===== src/hw/rtl/dltq_pkg.sv =====
// Package for the delta-list timer queue.
// Holds the sequencer state type, operation and event codes, and the result record.
// No dependencies.
package dltq_pkg;

    localparam int MAX_RESULTS = 16;
    localparam int DUE_AW      = 4;
    localparam int CNT_W       = 5;

    localparam logic [1:0] OP_ADD    = 2'd0;
    localparam logic [1:0] OP_REMOVE = 2'd1;
    localparam logic [1:0] OP_ADV    = 2'd2;

    localparam logic [1:0] KIND_DONE    = 2'd0;
    localparam logic [1:0] KIND_EXPIRED = 2'd1;
    localparam logic [1:0] KIND_REJECT  = 2'd2;

    typedef enum logic [4:0] {
        S_IDLE,
        S_INS_RD,
        S_INS_CMP,
        S_INS_WS,
        S_INS_LINK,
        S_REM_RD,
        S_REM_CMP,
        S_REM_ADD,
        S_REM_LINK,
        S_ADV_RD,
        S_ADV_CMP,
        S_ADV_P2,
        S_ADV_PR,
        S_FIN,
        S_FIN_RD,
        S_EMIT
    } t_state;

    typedef struct packed {
        logic [1:0]  event_kind;
        logic [3:0]  expired_slot;
        logic [23:0] head_delay_ms;
        logic        last;
    } t_result;

endpackage


===== src/hw/rtl/dltq_ifs.sv =====
// Valid/ready channel interfaces of the delta-list timer queue.
// One interface for the input word and one for the result word; no dependencies.
interface dltq_in_if;
    logic        valid;
    logic        ready;
    logic [1:0]  operation;
    logic [3:0]  slot_id;
    logic [23:0] period_ms;
    logic        periodic;
    logic [15:0] elapsed_ms;

    modport source (output valid, operation, slot_id, period_ms, periodic, elapsed_ms,
                    input ready);
    modport sink (input valid, operation, slot_id, period_ms, periodic, elapsed_ms,
                  output ready);
endinterface

interface dltq_out_if;
    logic        valid;
    logic        ready;
    logic [1:0]  event_kind;
    logic [3:0]  expired_slot;
    logic [23:0] head_delay_ms;
    logic        last;

    modport source (output valid, event_kind, expired_slot, head_delay_ms, last,
                    input ready);
    modport sink (input valid, event_kind, expired_slot, head_delay_ms, last,
                  output ready);
endinterface


===== src/hw/rtl/dltq_out_stage.sv =====
// Output register of the delta-list timer queue.
// Holds one result word until the sink takes it; uses dltq_pkg and dltq_out_if.
module dltq_out_stage
    import dltq_pkg::*;
(
    input  logic        i_clk,
    input  logic        i_rst_n,
    input  logic        i_load,
    input  t_result     i_res,
    output logic        o_free,
    dltq_out_if.source  o_out
);

    logic    r_valid;
    t_result r_res;

    assign o_free = !r_valid || o_out.ready;

    always_ff @(posedge i_clk) begin
        if (!i_rst_n) begin
            r_valid <= 1'b0;
        end else if (o_free) begin
            r_valid <= i_load;
        end
    end

    always_ff @(posedge i_clk) begin
        if (o_free && i_load) begin
            r_res <= i_res;
        end
    end

    assign o_out.valid         = r_valid;
    assign o_out.event_kind    = r_res.event_kind;
    assign o_out.expired_slot  = r_res.expired_slot;
    assign o_out.head_delay_ms = r_res.head_delay_ms;
    assign o_out.last          = r_res.last;

endmodule


===== src/hw/rtl/delta_list_timer_queue.sv =====
// Delta-list timer queue: a sequencer walks one linked list through a link memory.
// Each visited entry takes a memory read, then a compare (and subtract) step.
// Add and remove walk the list from its head and end in one result word; advance drops
// each expired entry, reinserts periodic ones, then emits a word per expiry (one if none).
// The input is taken only between operations. Synchronous active-low reset empties the list.
// Depends on dltq_pkg, dltq_ifs and dltq_out_stage.
module delta_list_timer_queue
    import dltq_pkg::*;
#(
    parameter int SLOT_COUNT = 16,
    parameter int DELAY_BITS = 24
)(
    input  logic       i_clk,
    input  logic       i_rst_n,
    dltq_in_if.sink    i_in,
    dltq_out_if.source o_out
);

    localparam int AW = (SLOT_COUNT > 1) ? $clog2(SLOT_COUNT) : 1;
    localparam int IW = $clog2(SLOT_COUNT + 1);
    localparam int CW = (DELAY_BITS > 16) ? DELAY_BITS : 16;

    typedef logic [AW-1:0]         t_addr;
    typedef logic [IW-1:0]         t_idx;
    typedef logic [DELAY_BITS-1:0] t_delay;
    typedef logic [CW-1:0]         t_cmp;

    localparam t_idx   NO_SLOT   = t_idx'(SLOT_COUNT);
    localparam t_delay DELAY_MAX = '1;

    t_delay m_delta [SLOT_COUNT];
    t_idx   m_succ  [SLOT_COUNT];
    t_delay m_per   [SLOT_COUNT];
    logic   m_rep   [SLOT_COUNT];

    t_state r_state, n_state;
    logic   r_adv, n_adv;
    logic [1:0] r_kind, n_kind;
    t_addr  r_s, n_s;
    t_delay r_d, n_d;
    t_idx   r_prev, n_prev;
    t_idx   r_cur, n_cur;
    t_delay r_pd, n_pd;
    t_idx   r_nx, n_nx;
    t_delay r_sd, n_sd;
    logic   r_eq, n_eq;
    logic [15:0] r_e, n_e;
    logic [CNT_W-1:0] r_cnt, n_cnt;
    logic [CNT_W-1:0] r_idx, n_idx;
    t_idx   r_head, n_head;
    t_delay r_hd, n_hd;
    logic [SLOT_COUNT-1:0] r_active, n_active;
    t_addr  r_due [MAX_RESULTS];
    t_addr  n_due [MAX_RESULTS];
    t_delay r_rd_delta;
    t_idx   r_rd_succ;
    t_delay r_prd_per;
    logic   r_prd_rep;

    logic   lm_we;
    t_addr  lm_waddr;
    t_delay lm_wdelta;
    t_idx   lm_wsucc;
    t_addr  lm_raddr;
    logic   pm_we;
    t_addr  pm_addr;

    logic    accept;
    logic    id_ok;
    t_addr   ida;
    t_delay  per_sat;
    t_idx    s_ext;
    t_addr   due_sel;
    logic    ins_done;
    logic    out_free;
    logic    out_load;
    logic    res_last;
    t_result res;
    logic [DELAY_BITS:0] rem_sum;

    assign i_in.ready = (r_state == S_IDLE);
    assign accept     = i_in.valid && i_in.ready;
    assign id_ok      = 32'(i_in.slot_id) < SLOT_COUNT;
    assign ida        = t_addr'(i_in.slot_id);
    assign per_sat    = (32'(i_in.period_ms) > 32'(DELAY_MAX)) ? DELAY_MAX
                                                                : t_delay'(i_in.period_ms);
    assign s_ext      = t_idx'(r_s);
    assign due_sel    = r_due[r_idx[DUE_AW-1:0]];
    assign rem_sum    = {1'b0, r_rd_delta} + {1'b0, r_sd};

    assign ins_done = (r_state == S_INS_LINK) ||
                      ((r_state == S_INS_WS) && (r_eq || r_prev == NO_SLOT));

    assign res_last = !(r_adv && r_cnt != '0) || (r_idx == r_cnt - 1'b1);
    assign out_load = (r_state == S_EMIT) && out_free;

    always_comb begin
        res.event_kind    = KIND_DONE;
        res.expired_slot  = '0;
        if (r_adv && r_cnt != '0) begin
            res.event_kind   = KIND_EXPIRED;
            res.expired_slot = 4'(due_sel);
        end else begin
            res.event_kind   = r_kind;
        end
        res.head_delay_ms = 24'(r_hd);
        res.last          = res_last;
    end

    always_comb begin
        n_state = r_state;
        unique case (r_state)
            S_IDLE: begin
                if (accept) begin
                    if (i_in.operation == OP_ADD && id_ok && !r_active[ida]) begin
                        n_state = S_INS_RD;
                    end else if (i_in.operation == OP_REMOVE && id_ok && r_active[ida]) begin
                        n_state = S_REM_RD;
                    end else if (i_in.operation == OP_ADV) begin
                        n_state = S_ADV_RD;
                    end else begin
                        n_state = S_FIN;
                    end
                end
            end
            S_INS_RD: begin
                n_state = (r_cur == NO_SLOT) ? S_INS_WS : S_INS_CMP;
            end
            S_INS_CMP: begin
                n_state = (r_d > r_rd_delta) ? S_INS_RD : S_INS_WS;
            end
            S_INS_WS: begin
                if (ins_done) begin
                    n_state = r_adv ? S_ADV_P2 : S_FIN;
                end else begin
                    n_state = S_INS_LINK;
                end
            end
            S_INS_LINK: begin
                n_state = r_adv ? S_ADV_P2 : S_FIN;
            end
            S_REM_RD: begin
                n_state = (r_cur == NO_SLOT) ? S_FIN : S_REM_CMP;
            end
            S_REM_CMP: begin
                if (r_cur == s_ext) begin
                    n_state = (r_rd_succ == NO_SLOT) ? S_REM_LINK : S_REM_ADD;
                end else begin
                    n_state = S_REM_RD;
                end
            end
            S_REM_ADD: begin
                n_state = S_REM_LINK;
            end
            S_REM_LINK: begin
                n_state = S_FIN;
            end
            S_ADV_RD: begin
                if (r_head == NO_SLOT || r_cnt == CNT_W'(MAX_RESULTS)) begin
                    n_state = S_ADV_P2;
                end else begin
                    n_state = S_ADV_CMP;
                end
            end
            S_ADV_CMP: begin
                n_state = (t_cmp'(r_rd_delta) > t_cmp'(r_e)) ? S_ADV_P2 : S_ADV_RD;
            end
            S_ADV_P2: begin
                n_state = (r_idx == r_cnt) ? S_FIN : S_ADV_PR;
            end
            S_ADV_PR: begin
                n_state = r_prd_rep ? S_INS_RD : S_ADV_P2;
            end
            S_FIN: begin
                n_state = (r_head == NO_SLOT) ? S_EMIT : S_FIN_RD;
            end
            S_FIN_RD: begin
                n_state = S_EMIT;
            end
            S_EMIT: begin
                if (out_load && res_last) begin
                    n_state = S_IDLE;
                end
            end
            default: begin
                n_state = S_IDLE;
            end
        endcase
    end

    always_comb begin
        n_adv    = r_adv;
        n_kind   = r_kind;
        n_s      = r_s;
        n_d      = r_d;
        n_prev   = r_prev;
        n_cur    = r_cur;
        n_pd     = r_pd;
        n_nx     = r_nx;
        n_sd     = r_sd;
        n_eq     = r_eq;
        n_e      = r_e;
        n_cnt    = r_cnt;
        n_idx    = r_idx;
        n_head   = r_head;
        n_hd     = r_hd;
        n_active = r_active;
        n_due    = r_due;
        lm_we     = 1'b0;
        lm_waddr  = r_s;
        lm_wdelta = r_d;
        lm_wsucc  = r_nx;
        lm_raddr  = r_cur[AW-1:0];
        pm_we     = 1'b0;
        pm_addr   = due_sel;
        unique case (r_state)
            S_IDLE: begin
                pm_addr = ida;
                if (accept) begin
                    n_adv  = (i_in.operation == OP_ADV);
                    n_kind = KIND_DONE;
                    n_cnt  = '0;
                    n_idx  = '0;
                    n_s    = ida;
                    n_d    = per_sat;
                    n_prev = NO_SLOT;
                    n_cur  = r_head;
                    n_eq   = 1'b0;
                    n_e    = i_in.elapsed_ms;
                    if (i_in.operation == OP_ADD && id_ok) begin
                        if (r_active[ida]) begin
                            n_kind = KIND_REJECT;
                        end else begin
                            pm_we         = 1'b1;
                            n_active[ida] = 1'b1;
                        end
                    end else if (i_in.operation == OP_REMOVE && id_ok) begin
                        n_active[ida] = 1'b0;
                    end
                end
            end
            S_INS_RD: begin
                if (r_cur == NO_SLOT) begin
                    n_nx = NO_SLOT;
                end
            end
            S_INS_CMP: begin
                lm_waddr = r_cur[AW-1:0];
                if (r_d > r_rd_delta) begin
                    n_d    = r_d - r_rd_delta;
                    n_prev = r_cur;
                    n_pd   = r_rd_delta;
                    n_cur  = r_rd_succ;
                end else if (r_d == r_rd_delta) begin
                    lm_we     = 1'b1;
                    lm_wdelta = r_rd_delta;
                    lm_wsucc  = s_ext;
                    n_d       = '0;
                    n_nx      = r_rd_succ;
                    n_eq      = 1'b1;
                end else begin
                    lm_we     = 1'b1;
                    lm_wdelta = r_rd_delta - r_d;
                    lm_wsucc  = r_rd_succ;
                    n_nx      = r_cur;
                end
            end
            S_INS_WS: begin
                lm_we = 1'b1;
                if (!r_eq && r_prev == NO_SLOT) begin
                    n_head = s_ext;
                end
                if (ins_done && r_adv) begin
                    n_idx = r_idx + 1'b1;
                end
            end
            S_INS_LINK: begin
                lm_we     = 1'b1;
                lm_waddr  = r_prev[AW-1:0];
                lm_wdelta = r_pd;
                lm_wsucc  = s_ext;
                if (r_adv) begin
                    n_idx = r_idx + 1'b1;
                end
            end
            S_REM_CMP: begin
                if (r_cur == s_ext) begin
                    n_nx     = r_rd_succ;
                    n_sd     = r_rd_delta;
                    lm_raddr = r_rd_succ[AW-1:0];
                end else begin
                    n_prev = r_cur;
                    n_pd   = r_rd_delta;
                    n_cur  = r_rd_succ;
                end
            end
            S_REM_ADD: begin
                lm_we     = 1'b1;
                lm_waddr  = r_nx[AW-1:0];
                lm_wdelta = rem_sum[DELAY_BITS] ? DELAY_MAX : rem_sum[DELAY_BITS-1:0];
                lm_wsucc  = r_rd_succ;
            end
            S_REM_LINK: begin
                if (r_prev == NO_SLOT) begin
                    n_head = r_nx;
                end else begin
                    lm_we     = 1'b1;
                    lm_waddr  = r_prev[AW-1:0];
                    lm_wdelta = r_pd;
                    lm_wsucc  = r_nx;
                end
            end
            S_ADV_RD: begin
                lm_raddr = r_head[AW-1:0];
            end
            S_ADV_CMP: begin
                if (t_cmp'(r_rd_delta) > t_cmp'(r_e)) begin
                    lm_we     = 1'b1;
                    lm_waddr  = r_head[AW-1:0];
                    lm_wdelta = r_rd_delta - t_delay'(r_e);
                    lm_wsucc  = r_rd_succ;
                end else begin
                    n_e                      = r_e - 16'(r_rd_delta);
                    n_due[r_cnt[DUE_AW-1:0]] = r_head[AW-1:0];
                    n_cnt                    = r_cnt + 1'b1;
                    n_head                   = r_rd_succ;
                end
            end
            S_ADV_P2: begin
                pm_addr = due_sel;
            end
            S_ADV_PR: begin
                if (r_prd_rep) begin
                    n_s    = due_sel;
                    n_d    = r_prd_per;
                    n_prev = NO_SLOT;
                    n_cur  = r_head;
                    n_eq   = 1'b0;
                end else begin
                    n_active[due_sel] = 1'b0;
                    n_idx             = r_idx + 1'b1;
                end
            end
            S_FIN: begin
                n_idx    = '0;
                lm_raddr = r_head[AW-1:0];
                if (r_head == NO_SLOT) begin
                    n_hd = '0;
                end
            end
            S_FIN_RD: begin
                n_hd = r_rd_delta;
            end
            S_EMIT: begin
                if (out_load && !res_last) begin
                    n_idx = r_idx + 1'b1;
                end
            end
            default: begin
            end
        endcase
    end

    always_ff @(posedge i_clk) begin
        if (!i_rst_n) begin
            r_state  <= S_IDLE;
            r_active <= '0;
            r_head   <= NO_SLOT;
        end else begin
            r_state  <= n_state;
            r_active <= n_active;
            r_head   <= n_head;
        end
    end

    always_ff @(posedge i_clk) begin
        r_adv  <= n_adv;
        r_kind <= n_kind;
        r_s    <= n_s;
        r_d    <= n_d;
        r_prev <= n_prev;
        r_cur  <= n_cur;
        r_pd   <= n_pd;
        r_nx   <= n_nx;
        r_sd   <= n_sd;
        r_eq   <= n_eq;
        r_e    <= n_e;
        r_cnt  <= n_cnt;
        r_idx  <= n_idx;
        r_hd   <= n_hd;
        r_due  <= n_due;
    end

    always_ff @(posedge i_clk) begin
        if (lm_we) begin
            m_delta[lm_waddr] <= lm_wdelta;
            m_succ[lm_waddr]  <= lm_wsucc;
        end
        r_rd_delta <= m_delta[lm_raddr];
        r_rd_succ  <= m_succ[lm_raddr];
    end

    always_ff @(posedge i_clk) begin
        if (pm_we) begin
            m_per[pm_addr] <= per_sat;
            m_rep[pm_addr] <= i_in.periodic;
        end
        r_prd_per <= m_per[pm_addr];
        r_prd_rep <= m_rep[pm_addr];
    end

    dltq_out_stage u_out (
        .i_clk   (i_clk),
        .i_rst_n (i_rst_n),
        .i_load  (out_load),
        .i_res   (res),
        .o_free  (out_free),
        .o_out   (o_out)
    );

    a_cnt_bound: assert property (@(posedge i_clk) disable iff (!i_rst_n)
        r_cnt <= CNT_W'(MAX_RESULTS))
        else $error("Expiry count exceeds the result limit.");

    a_head_range: assert property (@(posedge i_clk) disable iff (!i_rst_n)
        r_head <= NO_SLOT)
        else $error("List head index out of range.");

    a_empty_match: assert property (@(posedge i_clk) disable iff (!i_rst_n)
        (r_state == S_IDLE) |-> ((r_head == NO_SLOT) == (r_active == '0)))
        else $error("List head disagrees with the active slots.");

    a_emit_only: assert property (@(posedge i_clk) disable iff (!i_rst_n)
        $rose(o_out.valid) |-> $past(r_state == S_EMIT))
        else $error("Result word issued outside the emit state.");

endmodule

===== src/flat_wrapper.sv =====
// flat-port wrapper written by rule: the top's interface ports become plain ports
module delta_list_timer_queue_flat import dltq_pkg::*;
#(
    parameter int SLOT_COUNT = 16,
    parameter int DELAY_BITS = 24
)
  (i_clk, i_rst_n, i_in_valid, i_in_operation, i_in_slot_id, i_in_period_ms, i_in_periodic, i_in_elapsed_ms, i_in_ready, o_out_valid, o_out_event_kind, o_out_expired_slot, o_out_head_delay_ms, o_out_last, o_out_ready);
  dltq_in_if i_in_i ();
  dltq_out_if o_out_i ();
  input  logic i_clk;
  input  logic i_rst_n;
  input wire logic [$bits(i_in_i.valid)-1:0] i_in_valid;
  input wire logic [$bits(i_in_i.operation)-1:0] i_in_operation;
  input wire logic [$bits(i_in_i.slot_id)-1:0] i_in_slot_id;
  input wire logic [$bits(i_in_i.period_ms)-1:0] i_in_period_ms;
  input wire logic [$bits(i_in_i.periodic)-1:0] i_in_periodic;
  input wire logic [$bits(i_in_i.elapsed_ms)-1:0] i_in_elapsed_ms;
  output wire logic [$bits(i_in_i.ready)-1:0] i_in_ready;
  output wire logic [$bits(o_out_i.valid)-1:0] o_out_valid;
  output wire logic [$bits(o_out_i.event_kind)-1:0] o_out_event_kind;
  output wire logic [$bits(o_out_i.expired_slot)-1:0] o_out_expired_slot;
  output wire logic [$bits(o_out_i.head_delay_ms)-1:0] o_out_head_delay_ms;
  output wire logic [$bits(o_out_i.last)-1:0] o_out_last;
  input wire logic [$bits(o_out_i.ready)-1:0] o_out_ready;
  assign i_in_i.valid = i_in_valid;
  assign i_in_i.operation = i_in_operation;
  assign i_in_i.slot_id = i_in_slot_id;
  assign i_in_i.period_ms = i_in_period_ms;
  assign i_in_i.periodic = i_in_periodic;
  assign i_in_i.elapsed_ms = i_in_elapsed_ms;
  assign i_in_ready = i_in_i.ready;
  assign o_out_valid = o_out_i.valid;
  assign o_out_event_kind = o_out_i.event_kind;
  assign o_out_expired_slot = o_out_i.expired_slot;
  assign o_out_head_delay_ms = o_out_i.head_delay_ms;
  assign o_out_last = o_out_i.last;
  assign o_out_i.ready = o_out_ready;
  delta_list_timer_queue #(.SLOT_COUNT(SLOT_COUNT), .DELAY_BITS(DELAY_BITS)) u_core (.i_clk(i_clk), .i_rst_n(i_rst_n), .i_in(i_in_i), .o_out(o_out_i));
endmodule

===== config.mk =====
export PLATFORM = sky130hd
export DESIGN_NAME = delta_list_timer_queue_flat
export DESIGN_NICKNAME = d
export VERILOG_FILES = /design/src/hw/rtl/dltq_pkg.sv /design/src/hw/rtl/dltq_ifs.sv /design/src/hw/rtl/dltq_out_stage.sv /design/src/hw/rtl/delta_list_timer_queue.sv /design/src/flat_wrapper.sv
export SDC_FILE = /design/constraint.sdc
export NUM_CORES = 2
export LEC_CHECK = 0
export BUFFER_PORTS_ARGS = -buffer_cell sky130_fd_sc_hd__buf_2
export CAP_MARGIN = 0
export CORE_ASPECT_RATIO = 1.25
export CORE_MARGIN = 5
export CORE_UTILIZATION = 63
export DETAILED_ROUTE_END_ITERATION = 10
export GPL_TIMING_DRIVEN = 1
export PLACE_DENSITY_LB_ADDON = 0.05
export SYNTH_ARGS = -nofsm -noshare
export SYNTH_HDL_FRONTEND = slang
export SYNTH_SLANG_ARGS = --single-unit

===== constraint.sdc =====
create_clock -name i_clk -period 6.1 [get_ports i_clk]
set_clock_uncertainty 0.1 [all_clocks]
set_input_delay 0.915 -clock i_clk [delete_from_list [all_inputs] [get_ports i_clk]]
set_output_delay 0.915 -clock i_clk [all_outputs]
set_load 0.05 [all_outputs]

==> results list <==
- Hold buffer count at cts: 0
- The final number of max-transition violations was 0.
* Cts bufs inserted: 109
- VDD sags by at most 0.482 mV.
- Crit path cell chain: inv_1 -> ha_1 -> nand4_1 -> nor4_1 -> o211ai_1 -> o211a_1 -> o211ai_2 -> a222oi_1 -> a21boi_0 -> o211ai_1
- The cell family contributing the most delay on the critical path is compound AO/OA/AOI/OAI gates.
* Clock net sink count: 1,183
* Part of the cycle the worst path needs: 83.7%
* CP startpoint kind: register
* Post-layout power: 35.9 mW
- Counting flops and latches in the post-synthesis netlist gives 1,183.
- Final RePlAce weighted congestion: 1.04
- Mapped cell area: 53,100 µm²
- The die covers 90,300 µm².
* Clock network latency to the later pin of the worst-skew pair: 700 ps
- Sequential Power Share: 32.9%
- For this design the total switching power over the nets is 15.8 mW.
* Overall fraction of global-route tracks in use: 32.7%
- EDFF count, synth: 1,103
- The number of gates resized after CTS was 0.
- The number of global-route vias before repair was 35,700.
- During synthesis, Yosys emitted a total of 0 warnings.
- The synthesized netlist contains 91 unique library cells.
- X dimension of the die: 270 µm
- The initial utilization of the core area, before any placement, comes to 63.3%.
- Setup crit end kind: register
- By area the synthesized netlist is led by sky130_fd_sc_hd__edfxtp_1, sky130_fd_sc_hd__nand2_1, sky130_fd_sc_hd__dfxtp_1, sky130_fd_sc_hd__nand3_1, sky130_fd_sc_hd__ha_1.
* Run status: finished, final reports clean
- Detailed-router iteration count before antenna repair: 7
* Height of the die: 335 µm
- H-tree level count: 3
* Internal portion of total power: 20.2 mW
* Final hold violation count: 0
* Routed wire per std cell: 27.0 µm
- Placed wire-length estimate after detailed placement: 98,600 µm
- The path class of the tightest hold or removal check is register to register.
* Maximum number of pins on one net before global-route repair: 98
- Cell taking the most area after synthesis: sky130_fd_sc_hd__edfxtp_1
- Measured on the finished design, the core utilization comes to 69.7%.
* Critical path start-end classification: register to register
- The cell that appears most often on the critical path is sky130_fd_sc_hd__o211ai_1.
* Clock tree root buffer cell: sky130_fd_sc_hd__clkbuf_16
- For this design, the slowest cell found on the critical path is sky130_fd_sc_hd__o211ai_2.
- The number of antenna violations at the first check in global routing was 4.
* Fraction of layout instances using a drive strength above 1: 11.3%
- P&R area growth vs syn: 10.1%
- Clock-pin slew was measured on the worst setup and hold paths at 70 ps.
- Iter 0 DRT Violations: 4,518
- Post-CTS setup buffers: 0
* Maximum clock path buffer count: 3
- Core area: 84,000 µm²
- Total Wirelength: 150,000 µm
* Max Cap Viol: 0
- Clk network pwr share: 18.8%
* Top_reg_cell synth: sky130_fd_sc_hd__edfxtp_1
- Port Buf Inserts: 83
- Synthesized Nets: 4,500
* Post-layout min period: 5100 ps
- The detail route stage leaves a number of antenna-violating nets equal to 0.
* PD cells: 614 nW/µm²
- Multi-input gate area: 17,200 µm²
- Number of vias per cell after detailed routing: 6.55
* Transition time of the tightest slew-check pin: 1430 ps
- Combinational cell fraction of total power: 48.3%
- Area used by sequential logic in the layout: 34,700 µm²
* Proportion of netlist area held by the largest area contributor: 62.3%
* Relative max-transition margin: 4.01%
- Arrival time at the worst endpoint: 5290 ps
- Fraction of registers with async set or reset after synthesis: 0%
- Setup violations remaining at the end of the flow were counted as 0.
* Share of the yosys chip area belonging to registers: 65.3%
- A synthesized cell averages 12.3 µm².
* DRC errors left: 0
* Buf+Inv Stages, Crit Path: 1
- Filler cells: 6,026
* RSZ-0062 raised after global routing: false
- Synthesis produced a netlist whose cell count is 4,336.
- Clock tree from TritonCTS: done
* Number of nets in the layout: 4,546
- The analysis attributes to cell leakage a power of 20.5 nW.
- Num rows: 119
- Wire length of the first global-routing pass: 224,000 µm
* I/O pin count: 84
- Net switching is 43.9% of the power.
- At the worst endpoint, the required time is 6280 ps.
* Peak per-stage delay on the critical path: 950 ps
- Total congestion overflow after global routing: 0
- F_max: 0.196 GHz
- In this run the worst path has a maximum fanout of 19.
- Detailed routing inserted a total of 36,500 vias.
- Setup TNS Final: 0 ps
[per-stage QoR]
step / cell area [µm²] / setup slack [ps] / hold slack (ps) / cells
finish: 58500 / 997 / 319 / 5570
detailed placement: 55000 / 1310 / 307 / 5360
global placement: 55000 / 1420 / 305 / 5360
global route: 58500 / 747 / 331 / 5567
CTS: 58500 / 1240 / 322 / 5567
floorplan: 53100 / 1550 / 300 / 4336
[worst reg2reg max path, cell delays in order, from the launching register on]
cell                       delay (ps)
sky130_fd_sc_hd__dfxtp_1          520
sky130_fd_sc_hd__inv_1            150
sky130_fd_sc_hd__ha_1             560
sky130_fd_sc_hd__nand4_1          360
sky130_fd_sc_hd__nor4_1           530
sky130_fd_sc_hd__o211ai_1         240
sky130_fd_sc_hd__o211a_1          230
sky130_fd_sc_hd__o211ai_2         950
sky130_fd_sc_hd__a222oi_1         150
sky130_fd_sc_hd__a21boi_0         210
sky130_fd_sc_hd__o211ai_1         670
[synthesized netlist by cell type, drive strengths merged, types with 14 or more instances]
cell / instances
a31oi: 26
and3: 42
a22oi: 14
nand3: 295
a21oi: 240
and2: 48
o211ai: 27
a222oi: 16
a2111oi: 33
a21o: 43
edfxtp: 1103
o21ai: 132
a32o: 25
a211oi: 52
nor2: 283
buf: 135
nand2: 778
o21a: 22
inv: 102
nand4: 29
o2111ai: 36
xnor2: 55
mux4: 21
nand2b: 18
clkbuf: 117
ha: 108
a32oi: 29
dfxtp: 80
nor4: 39
nor2b: 30
mux2i: 75
nor3: 68
xor2: 37
[path summary, 6_finish.rpt]
| kind | startpoint | end | slack [ps] | cells after the start |
|---|---|---|---|---|
| setup / recovery | u_core.r_rd_delta[20] | u_core.m_delta[6][21] | 1000 | 10 |
| hold / removal | u_core.r_hd[3] | u_core.u_out.o_out.head_delay_ms[3] | 320 | 0 |
| hold reg to reg | u_core.r_hd[3] | u_core.u_out.o_out.head_delay_ms[3] | 320 | 0 |
| setup reg to reg | u_core.r_rd_delta[20] | u_core.m_delta[6][21] | 1000 | 10 |
[layout make-up]
cell class	count	area share, %
timing repair buffer	187	2.17
multi-input combinational	2796	29.4
antenna	3	0.0128
clock inverter	71	1.03
sequential	1183	59.3
inverter	105	0.673
clock buffer	136	5.05
tap	1089	2.33
[cells by family (layout without fill, tap and decap cells)]
group | Yosys count | in the layout | share of synthesized area (%)
AOI/OAI and AO/OA | 810 | 810 | 10.7
xor gates and xnor gates | 92 | 92 | 1.52
adders and majority gates | 113 | 113 | 2.73
buffers and inverters | 357 | 499 | 3.02
DFF | 1183 | 1183 | 65.3
muxes | 108 | 108 | 2.56
other | 0 | 3 | 0
and+or+nand+nor | 1673 | 1673 | 14.2
[power groups by stage]
stage                     sequential [mW]  clock, mW  combinational, mW
after detailed placement             12.0          0               17.0
after global routing                 11.9       7.19               18.6
after floorplan                      11.7          0               11.4
after CTS                            11.8       6.83               17.1
final                                11.8       6.76               17.3
after global placement               11.9          0               16.8
[metal layers]
metal | GRT usage (%) | part of all wire, % | up-vias
li1 | - | - | 16300
met1 | 41.6 | 37 | 17900
met2 | 55.5 | 49 | 1791
met3 | 4.96 | 7.6 | 471
met4 | 16.6 | 5.9 | 0
met5 | 0 | 0 | -
[placed cells by master, fill, tap and decap left out, types with 13 or more instances in the layout]
| master | count |
|---|---|
| sky130_fd_sc_hd__nor3_1 | 61 |
| sky130_fd_sc_hd__buf_2 | 83 |
| sky130_fd_sc_hd__a32oi_1 | 29 |
| sky130_fd_sc_hd__nor4_1 | 23 |
| sky130_fd_sc_hd__nor2b_1 | 30 |
| sky130_fd_sc_hd__xnor2_1 | 55 |
| sky130_fd_sc_hd__buf_4 | 98 |
| sky130_fd_sc_hd__nor2_4 | 33 |
| sky130_fd_sc_hd__and2_1 | 46 |
| sky130_fd_sc_hd__nor2_1 | 250 |
| sky130_fd_sc_hd__ha_1 | 108 |
| sky130_fd_sc_hd__o2111ai_1 | 36 |
| sky130_fd_sc_hd__o211ai_1 | 26 |
| sky130_fd_sc_hd__clkinv_1 | 26 |
| sky130_fd_sc_hd__a21oi_1 | 235 |
| sky130_fd_sc_hd__mux2i_1 | 75 |
| sky130_fd_sc_hd__xor2_1 | 37 |
| sky130_fd_sc_hd__a2111oi_2 | 29 |
| sky130_fd_sc_hd__nor4_2 | 16 |
| sky130_fd_sc_hd__a211oi_1 | 51 |
| sky130_fd_sc_hd__o31ai_1 | 13 |
| sky130_fd_sc_hd__and3_1 | 42 |
| sky130_fd_sc_hd__inv_1 | 101 |
| sky130_fd_sc_hd__a222oi_1 | 16 |
| sky130_fd_sc_hd__a22oi_1 | 14 |
| sky130_fd_sc_hd__a32o_1 | 25 |
| sky130_fd_sc_hd__nand2_1 | 776 |
| sky130_fd_sc_hd__nand3_1 | 295 |
| sky130_fd_sc_hd__a21o_1 | 43 |
| sky130_fd_sc_hd__o21a_1 | 21 |
| sky130_fd_sc_hd__dfxtp_1 | 80 |
| sky130_fd_sc_hd__nand2b_1 | 17 |
| sky130_fd_sc_hd__o21ai_0 | 128 |
| sky130_fd_sc_hd__clkbuf_16 | 112 |
| sky130_fd_sc_hd__clkbuf_1 | 18 |
| sky130_fd_sc_hd__a31oi_1 | 26 |
| sky130_fd_sc_hd__nand4_1 | 29 |
| sky130_fd_sc_hd__edfxtp_1 | 1103 |
| sky130_fd_sc_hd__mux4_2 | 21 |
| sky130_fd_sc_hd__clkinv_2 | 27 |
[state kept, by name, indices dropped and copies added (netlist names), 2 cells and up, named ones only]
register	flops
u_core.r_hd	24
u_core.m_rep	16
u_core.r_state	4
u_core.r_prev	5
u_core.r_due	64
u_core.r_s	4
u_core.r_e	16
u_core.r_cnt	5
u_core.m_delta	384
u_core.m_succ	80
u_core.r_head	5
u_core.m_per	384
u_core.r_nx	5
u_core.r_pd	24
u_core.r_prd_per	24
u_core.r_sd	24
u_core.r_rd_delta	24
u_core.r_idx	5
u_core.r_rd_succ	5
u_core.u_out.o_out.head_delay_ms	24
u_core.r_cur	5
u_core.r_d	24
u_core.u_out.o_out.event_kind	2
u_core.u_out.o_out.expired_slot	4
(Power assumes the default switching activity.)
